<file path="config.mk">
export PLATFORM = sky130hd
export DESIGN_NAME = iterative_sine_cosine
export DESIGN_NICKNAME = d
export VERILOG_FILES = /design/src/rtl/core/isc_pkg.sv /design/src/rtl/core/iterative_sine_cosine.sv /design/src/rtl/core/isc_step_unit.sv
export SDC_FILE = /design/constraint.sdc
export NUM_CORES = 1
export LEC_CHECK = 0
export BUFFER_PORTS_ARGS = -buffer_cell sky130_fd_sc_hd__buf_2
export CAP_MARGIN = 25
export CORE_UTILIZATION = 40
export DETAILED_ROUTE_END_ITERATION = 8
export PLACE_DENSITY_LB_ADDON = 0.25
export SLEW_MARGIN = 40
export SYNTH_ARGS = -nofsm -noshare
export SYNTH_HDL_FRONTEND = slang
export SYNTH_SLANG_ARGS = --single-unit
</file>
<file path="constraint.sdc">
create_clock -name i_clk -period 8.58 [get_ports i_clk]
set_input_delay 0.429 -clock i_clk [delete_from_list [all_inputs] [get_ports i_clk]]
set_output_delay 0.429 -clock i_clk [all_outputs]
set_load 0.005 [all_outputs]
</file>
<file path="src/rtl/core/isc_pkg.sv">
// Shared widths and constants for the iterative sine/cosine generator.
`default_nettype none

package isc_pkg;

    localparam int IDX_W      = 12;
    localparam int VAL_W      = 21;
    localparam int IN_DATA_W  = 16;
    localparam int OUT_DATA_W = 48;

    // accumulators are signed with headroom: cosine may dip below zero
    localparam int ACC_W      = 23;
    localparam int COEF_W     = 11;
    localparam int PROD_W     = ACC_W + COEF_W;
    localparam int UNIT_SHIFT = 20;

    localparam logic [IDX_W-1:0]        MAX_INDEX = IDX_W'(4000);
    localparam logic signed [COEF_W-1:0] STEP_COEF = COEF_W'(412);
    localparam logic signed [ACC_W-1:0]  ONE_UNIT  = ACC_W'(1 << UNIT_SHIFT);

    // clamp a signed accumulator into the unsigned output field
    function automatic logic [VAL_W-1:0] clamp_out(input logic signed [ACC_W-1:0] v);
        logic [VAL_W-1:0] res;
        if (v[ACC_W-1]) begin
            res = '0;
        end else if (|v[ACC_W-2:VAL_W]) begin
            res = '1;
        end else begin
            res = v[VAL_W-1:0];
        end
        return res;
    endfunction

endpackage

`default_nettype wire

</file>
<file path="src/rtl/core/iterative_sine_cosine.sv">
// Top level of the iterative sine/cosine generator (Minsky circle recurrence).
`default_nettype none

// Each request carries an angle index in steps of 2*pi/16000; indexes above
// 4000 (a quarter wave) saturate to 4000. The block starts from cosine 2^20,
// sine 0 and runs one Minsky step per index count: the cosine is lowered by
// floor(sine*412/2^20), then the sine raised by floor(new cosine*412/2^20).
// One result holding both values, clamped to 0..2^21-1, comes back per
// request. A single multiply-accumulate unit serves both halves of a step,
// so each step passes through a cosine state and then a sine state. A
// request is accepted in the idle state, runs its recurrence steps, then
// waits in the done state while the output register still holds an untaken
// result, then hands its result off to the output register. The input is
// ready only while the sequencer is idle; the output register holds a
// finished result until it is taken, and the next request may be accepted
// meanwhile. Nothing is kept between requests.

module iterative_sine_cosine (
    input  wire logic                              i_clk,
    input  wire logic                              i_rst_n,
    // request: [11:0] angle_index, [15:12] zero
    input  wire logic                              i_s_axis_tvalid,
    output logic                                   o_s_axis_tready,
    input  wire logic [isc_pkg::IN_DATA_W-1:0]     i_s_axis_tdata,
    // result: [20:0] sine_value, [41:21] cosine_value, [47:42] zero
    output logic                                   o_m_axis_tvalid,
    input  wire logic                              i_m_axis_tready,
    output logic [isc_pkg::OUT_DATA_W-1:0]         o_m_axis_tdata
);
    import isc_pkg::*;

    localparam logic [1:0] ST_IDLE    = 2'd0;
    localparam logic [1:0] ST_RUN_COS = 2'd1;
    localparam logic [1:0] ST_RUN_SIN = 2'd2;
    localparam logic [1:0] ST_DONE    = 2'd3;

    logic [1:0]              r_state, n_state;
    logic [IDX_W-1:0]        r_steps, n_steps;
    logic signed [ACC_W-1:0] r_sin, n_sin;
    logic signed [ACC_W-1:0] r_cos, n_cos;
    logic                    r_out_valid, n_out_valid;
    logic [VAL_W-1:0]        r_out_sin, n_out_sin;
    logic [VAL_W-1:0]        r_out_cos, n_out_cos;

    logic                    in_accept;
    logic                    out_take;
    logic [IDX_W-1:0]        req_index;
    logic [IDX_W-1:0]        sat_index;
    logic signed [ACC_W-1:0] unit_mult;
    logic signed [ACC_W-1:0] unit_acc;
    logic                    unit_sub;
    logic signed [ACC_W-1:0] unit_result;

    assign o_s_axis_tready = (r_state == ST_IDLE);
    assign in_accept       = i_s_axis_tvalid && o_s_axis_tready;
    assign out_take        = r_out_valid && i_m_axis_tready;
    assign req_index       = i_s_axis_tdata[IDX_W-1:0];
    assign sat_index       = (req_index > MAX_INDEX) ? MAX_INDEX : req_index;

    // cosine phase multiplies the sine, sine phase multiplies the new cosine
    assign unit_sub  = (r_state == ST_RUN_COS);
    assign unit_mult = unit_sub ? r_sin : r_cos;
    assign unit_acc  = unit_sub ? r_cos : r_sin;

    isc_step_unit u_step (
        .i_mult     (unit_mult),
        .i_acc      (unit_acc),
        .i_subtract (unit_sub),
        .o_result   (unit_result)
    );

    always_comb begin
        n_state     = r_state;
        n_steps     = r_steps;
        n_sin       = r_sin;
        n_cos       = r_cos;
        n_out_valid = r_out_valid && !out_take;
        n_out_sin   = r_out_sin;
        n_out_cos   = r_out_cos;

        unique case (r_state)
            ST_IDLE: begin
                if (in_accept) begin
                    n_cos   = ONE_UNIT;
                    n_sin   = '0;
                    n_steps = sat_index;
                    n_state = (sat_index == '0) ? ST_DONE : ST_RUN_COS;
                end
            end
            ST_RUN_COS: begin
                n_cos   = unit_result;
                n_state = ST_RUN_SIN;
            end
            ST_RUN_SIN: begin
                n_sin   = unit_result;
                n_steps = r_steps - IDX_W'(1);
                n_state = (r_steps == IDX_W'(1)) ? ST_DONE : ST_RUN_COS;
            end
            ST_DONE: begin
                // wait until the output register is free
                if (!r_out_valid || i_m_axis_tready) begin
                    n_out_valid = 1'b1;
                    n_out_sin   = clamp_out(r_sin);
                    n_out_cos   = clamp_out(r_cos);
                    n_state     = ST_IDLE;
                end
            end
            default: begin
                n_state = ST_IDLE;
            end
        endcase
    end

    always_ff @(posedge i_clk) begin
        if (!i_rst_n) begin
            r_state     <= ST_IDLE;
            r_steps     <= '0;
            r_out_valid <= 1'b0;
        end else begin
            r_state     <= n_state;
            r_steps     <= n_steps;
            r_out_valid <= n_out_valid;
        end
    end

    always_ff @(posedge i_clk) begin
        r_sin     <= n_sin;
        r_cos     <= n_cos;
        r_out_sin <= n_out_sin;
        r_out_cos <= n_out_cos;
    end

    assign o_m_axis_tvalid = r_out_valid;
    assign o_m_axis_tdata  = {(OUT_DATA_W - 2 * VAL_W)'(0), r_out_cos, r_out_sin};

    // a zero index skips the recurrence entirely
    a_zero_index_skips: assert property (@(posedge i_clk) disable iff (!i_rst_n)
        (in_accept && (req_index == '0)) |=> (r_state == ST_DONE))
        else $error("zero index did not go straight to done");

    // the recurrence never runs with no steps left
    a_steps_nonzero: assert property (@(posedge i_clk) disable iff (!i_rst_n)
        ((r_state == ST_RUN_COS) || (r_state == ST_RUN_SIN)) |-> (r_steps != '0))
        else $error("recurrence running with zero steps left");

    // every request starts from the unit vector
    a_load_unit: assert property (@(posedge i_clk) disable iff (!i_rst_n)
        in_accept |=> ((r_cos == ONE_UNIT) && (r_sin == '0)))
        else $error("accumulators not loaded with the unit vector");

    // a result is handed off only from the done state
    a_emit_from_done: assert property (@(posedge i_clk) disable iff (!i_rst_n)
        $rose(r_out_valid) |-> ($past(r_state) == ST_DONE))
        else $error("result emitted outside the done state");

endmodule

`default_nettype wire

</file>
<file path="src/rtl/core/isc_step_unit.sv">
// Shared recurrence unit: acc +/- floor(mult * 412 / 2^20).
`default_nettype none

module isc_step_unit (
    input  wire logic signed [isc_pkg::ACC_W-1:0] i_mult,
    input  wire logic signed [isc_pkg::ACC_W-1:0] i_acc,
    input  wire logic                             i_subtract,
    output logic signed [isc_pkg::ACC_W-1:0]      o_result
);
    import isc_pkg::*;

    logic signed [PROD_W-1:0] prod;
    logic signed [PROD_W-1:0] scaled;
    logic signed [ACC_W-1:0]  delta;

    always_comb begin
        prod   = PROD_W'(i_mult) * PROD_W'(STEP_COEF);
        // arithmetic shift is a floor division for negative products
        scaled = prod >>> UNIT_SHIFT;
        delta  = scaled[ACC_W-1:0];
        if (i_subtract) begin
            o_result = i_acc - delta;
        end else begin
            o_result = i_acc + delta;
        end
    end

endmodule

`default_nettype wire
</file>
* Word-level counts from Yosys, hierarchy flattened
Cells that the tools add are included.
** Word-level totals
- Flip-flop bits (word level) :: 103
- Input bits :: 20
- Output and inout bits :: 50
- Logic and storage cells :: 51
** Operators by class
- Equality and inequality tests :: 6
- Multiplexer cells :: 19
- Reduce and logical (&&, ||, !) cells :: 14
- Order comparisons :: 1
- Add/sub/neg operators :: 3
- Multipliers :: 1
** Operators by type and width (number)
- $mux W23 :: 5
- $pmux W23 S2 :: 2
- $mux W21 :: 2
- $mul A23 B8 Y31 const B :: 1
- $mux W12 :: 2
- $pmux W12 S2 :: 1
- $add A23 B13 Y23 :: 1
- $sub A23 B13 Y23 :: 1
- $eq A12 B1 Y1 const B :: 1
- $gt A12 B12 Y1 const B :: 1
- $logic_not A12 Y1 :: 1
- $sub A12 B1 Y12 const B :: 1
- $mux W2 :: 4
- $pmux W2 S4 :: 1
- $reduce_and A2 Y1 :: 4
- $eq A2 B2 Y1 const B :: 2
- $reduce_bool A2 Y1 :: 2
- $logic_and A1 B1 Y1 :: 3
- $eq A2 B1 Y1 const B :: 1
- $logic_not A1 Y1 :: 2
- $logic_not A2 Y1 :: 1
- $mux W1 :: 2
- $ne A2 B1 Y1 const B :: 1
- $ne A2 B2 Y1 const B :: 1
- $logic_or A1 B1 Y1 :: 1

* Depth between registers and ports, before layout
- Word-level depth :: 6
- Mapped depth :: 38
- Gate-level depth less buffers :: 34

* Modules after synthesis
From an unflattened synthesis, not the netlist that was laid out.
** Second synthesis, totals
- Cell total of the unflattened synthesis :: 1000
- Area total of the unflattened synthesis :: 9738.1 um^2
** By module, submodules not included
- iterative_sine_cosine :: area each 4918.5 um^2, instances 1, sequential area each 2942.8 um^2, cells each 421
- isc_step_unit :: area each 4819.6 um^2, instances 1, sequential area each 0.0 um^2, cells each 579

* Least setup slack after synthesis
Ideal clock, no wire load.
- Path kind :: flip-flop to flip-flop
- Start :: reg r_state[1]
- End :: reg r_sin[22] (data pin)
- Setup time :: 0.266 ns
- Path buffers :: 5
- Slack :: 0.166 ns
- Stages on the path, launching flop included :: 35
- Clock period less this slack :: 8.414 ns
- Arrival time :: 8.149 ns
- Cells stage by stage :: dfxtp_1 clkbuf_1 nand2b_1 clkbuf_1 clkbuf_1 clkbuf_1 clkbuf_1 nand2_1 nand2_1 fa_1 inv_1 fa_1 fa_1 inv_1 ha_1 nand4_1 or3_1 o311a_1 a21oi_2 a21oi_2 xnor2_1 or4b_4 or3_4 o211ai_2 nor2b_1 ha_1 a21o_1 a21oi_1 nor2b_1 a311oi_1 a21oi_1 nand2b_1 a31o_2 xnor3_1 nor2_1
** On the way
- Word-level cells in the longest chain between the ends :: 6
- Elaborated cells between the ends (all ways) :: 10
- Classes of those cells :: add/sub: 2; mul: 1; eq/ne: 2; mux: 4; reduce/logical: 1
** RTL lines
- start: declaration :: line iterative_sine_cosine.sv:37 : logic [1:0] r_state, n_state;
- start signal: assignment :: line iterative_sine_cosine.sv:120 : r_state <= n_state;
- $eq A2 B1 Y1 :: line iterative_sine_cosine.sv:61 : assign unit_sub = (r_state == ST_RUN_COS);
- $mux W23 :: line iterative_sine_cosine.sv:62 : assign unit_mult = unit_sub ? r_sin : r_cos;
- $mul A23 B8 Y31 :: line isc_step_unit.sv:17 : prod = PROD_W'(i_mult) * PROD_W'(STEP_COEF);
- $add A23 B13 Y23 / $sub A23 B13 Y23 (equally long branches) :: line isc_step_unit.sv:24, isc_step_unit.sv:22
- $mux W23 :: line isc_step_unit.sv:21 : if (i_subtract) begin
- $pmux W23 S2 * :: line iterative_sine_cosine.sv:81 : unique case (r_state)
- end signal: assignment :: line iterative_sine_cosine.sv:127 : r_sin <= n_sin;
- end: declaration :: line iterative_sine_cosine.sv:39 : logic signed [ACC_W-1:0] r_sin, n_sin;
Mark *: on every way between the ends. The rest lies on a longest branch, timed or not.
A chain may end at the register's enable or synchronous reset.

* Final worst setup path
- Start :: reg r_state[0]
- End :: reg r_sin[22] (data pin)
Same word-level chain as after synthesis.

==> out/results.ini <==
[route]
wl_per_cell_um = 14.8
first_iter_violations = 437
dr.pass1.iters = 5
drc = 0
viasPerCell = 5.12
via_count = 7900
postRouteAntennaNets = 0
totalWireLength_um = 22800

[synth]
synth_area_leaders = edfxtp_1, ha_1, fa_1
yosysUniqueCellTypes = 81
yosys.area.top_type = edfxtp_1
synth_top_area_share_pct = 26.9
syn_area_um2 = 9820
async_reset_ff_share_pct = 0
ys_ff_latch = 103
avgSynthCellArea_um2 = 8.54
ys.flop_type = edfxtp_1
syn_inst = 1150
seq_area_frac_synth_pct = 30.0
synth-edff-count = 88
yosys_warnings = 0

[critical_path]
cp.buffers_inverters = 3
cp-end-kind = flop
slowest_stage = or4b_4
max_stage_delay_ns = 0.59
required_ns = 8.68
arrival_ns = 8.29
cp_max_fo = 6
critical-path-top-delay-family = simple AND/OR/NAND/NOR gates
path_class = reg -> reg
crit_top_cell = ha_1
worst_setup_path_start_kind = flop

[timing]
fin_crit_ns = 8.19
timing.final.ws_setup_ns = 0.389
fin_crit_sh_pct = 95.5
final-hold-violation-count = 0
whs_ns = 0.425
setup_tns_ns = 0
worst_clock_skew_ns = 0.0136
max_freq_ghz = 0.122
drv_slew = 0
rsz0062_at_grt = no
timing.slew.headroom_pct = 59.2
setup_viol = 0
tightest_slew_ns = 0.608

[clock_tree]
cts_made_buffers = 9
cts.clk_slew.worst_paths_ns = 0.08
root_buffer = clkbuf_16
clock-sinks = 103
hold_buffers = 0
htree_levels = 3
tritoncts = done
worstSkewPairLatency_ns = 0.36
clockBufferDepth = 2

[final_layout]
n_fill_cell = 2323
drive_above_1_share_pct = 12.4
diodes = 0
nets = 1391
multi_input_area_um2 = 6230
seqCellArea_um2 = 2940
instances_no_fill = 1543
syn_to_final_growth_pct = 12.8

[die]
rows = 56
core_um2 = 23800
io_pins = 70
initial_core_util_pct = 41.3
die_w_um = 159
chipHeight_um = 159
die_area_um2 = 25200

[run_status]
status = complete, no violations

[run]
max_cap_violations = 0

[global_route]
antenna_found_initial = 0
grt_pass1_vias = 7533
grtUsageTotal_pct = 19.0
grt-ovfl-total = 0
grt_first_pass_wirelength_um = 37000
grt_max_degree = 40

[placed_design]
dp_hpwl_um = 18200
gp_congestion = 0.879
pre_cts_ws_ns = 0.221
io_buffers = 59
place_inst = 1521

[hold_path]
hold_class = in -> reg

==> cell usage in the layout, fill, tap and decap left out, types with 7 or more instances in the layout <==
cell type,count
nand2_1,185
nor2_1,161
inv_1,140
ha_1,100
edfxtp_1,88
buf_2,60
a21oi_1,55
fa_1,52
o21ai_0,39
xnor2_1,35
buf_4,34
xor2_1,21
a21o_1,16
nand3_1,16
dfxtp_1,14
nor3_1,12
nand2b_1,11
a31oi_1,11
nor2b_1,11
clkbuf_16,9
a211oi_1,7
and3_1,7
a21boi_0,7
==> flip-flops by register name, indices dropped and copies added (netlist names) <==
name             cells
r_state              2
r_cos               23
o_m_axis_tvalid      1
r_sin               23
r_out_cos           21
r_steps             12
r_out_sin           21
==> kinds of logic (layout without fill, tap and decap cells) <==
kind of cell / count (synthesis) / after routing / share of synthesized area, %
muxes: 6 / 6 / 0.624
DFF: 103 / 103 / 30.0
xor gates and xnor gates: 57 / 57 / 5.22
and+or+nand+nor: 447 / 447 / 19.8
AOI/OAI and AO/OA: 195 / 195 / 13.4
other: 1 / 6 / 0.0382
buffers and inverters: 189 / 258 / 7.58
adders and majority gates: 152 / 152 / 23.3
==> worst reg2reg max path: cells and delay by family, from the launching register on <==
family	cells	cell delay (ns)
adder cells (fa/ha/maj)	6	2.22
buffers and inverters	3	0.37
flip-flops	1	0.34
AND/OR/NAND/NOR	11	2.44
XOR/XNOR	3	0.62
AO/OA/AOI/OAI	9	1.94
==> worst paths after layout <==
path | from | slack [ns] | depth (start not counted) | to
min reg2reg | r_steps[5]$_SDFFE_PN0P_ | 0.49 | 2 | r_steps[5]$_SDFFE_PN0P_
min | i_rst_n | 0.42 | 2 | r_steps[2]$_SDFFE_PN0P_
max | r_state[0]$_SDFFE_PN0P_ | 0.39 | 32 | r_sin[22]$_SDFFCE_PN0P_
max reg2reg | r_state[0]$_SDFFE_PN0P_ | 0.39 | 32 | r_sin[22]$_SDFFCE_PN0P_
==> per-stage QoR <==
| stage | utilization (%) | instance area [um2] |
|---|---|---|
| after floorplan | - | 9840 |
| after global placement | 44.6 | 10600 |
| after detailed placement | 44.8 | 10600 |
| after CTS | 46.1 | 11000 |
| after global routing | 46.6 | 11100 |
| final | 46.6 | 11100 |
==> metal layers <==
| layer | wire (um) | vias up | part of all wire (%) | global-route usage, % |
|---|---|---|---|---|
| li1 | - | 3975 | - | - |
| met1 | 10600 | 3723 | 47 | 24.4 |
| met2 | 11000 | 170 | 48 | 32.7 |
| met3 | 687 | 32 | 3.0 | 2.53 |
| met4 | 472 | 0 | 2.1 | 6.04 |
| met5 | 0 | - | 0 | 0 |
==> cell usage after synthesis, types with 11 or more instances <==
library cell	count
a21o_1	16
a31oi_1	11
xor2_1	21
nand3_1	16
clkbuf_1	33
dfxtp_1	15
inv_1	140
edfxtp_1	88
fa_1	52
nor2_1	163
nor3_1	12
nand2b_1	12
nand2_1	185
xnor2_1	35
a21oi_1	56
ha_1	100
o21ai_0	39
nor2b_1	13
==> cell type report <==
| cell class | instances | share of cell area, % |
|---|---|---|
| multi-input cells | 863 | 56.2 |
| flip-flops and latches | 103 | 26.6 |
| repair buffers | 100 | 5.96 |
| inverters | 142 | 4.81 |
| well taps | 319 | 3.60 |
| clock buffers | 9 | 2.03 |
| clock inverters | 7 | 0.802 |
==> what timing repair did <==
| action | 4_1_cts | 5_1_grt |
|---|---|---|
| setup buffers | 0 | 6 |
| endpoints found under the setup margin | 0 | 8 |
| resized for setup | 0 | 12 |
Power is left out: the tool's default activity adds up to more than one toggle a clock period on the data nets, which glitch-free logic cannot reach.
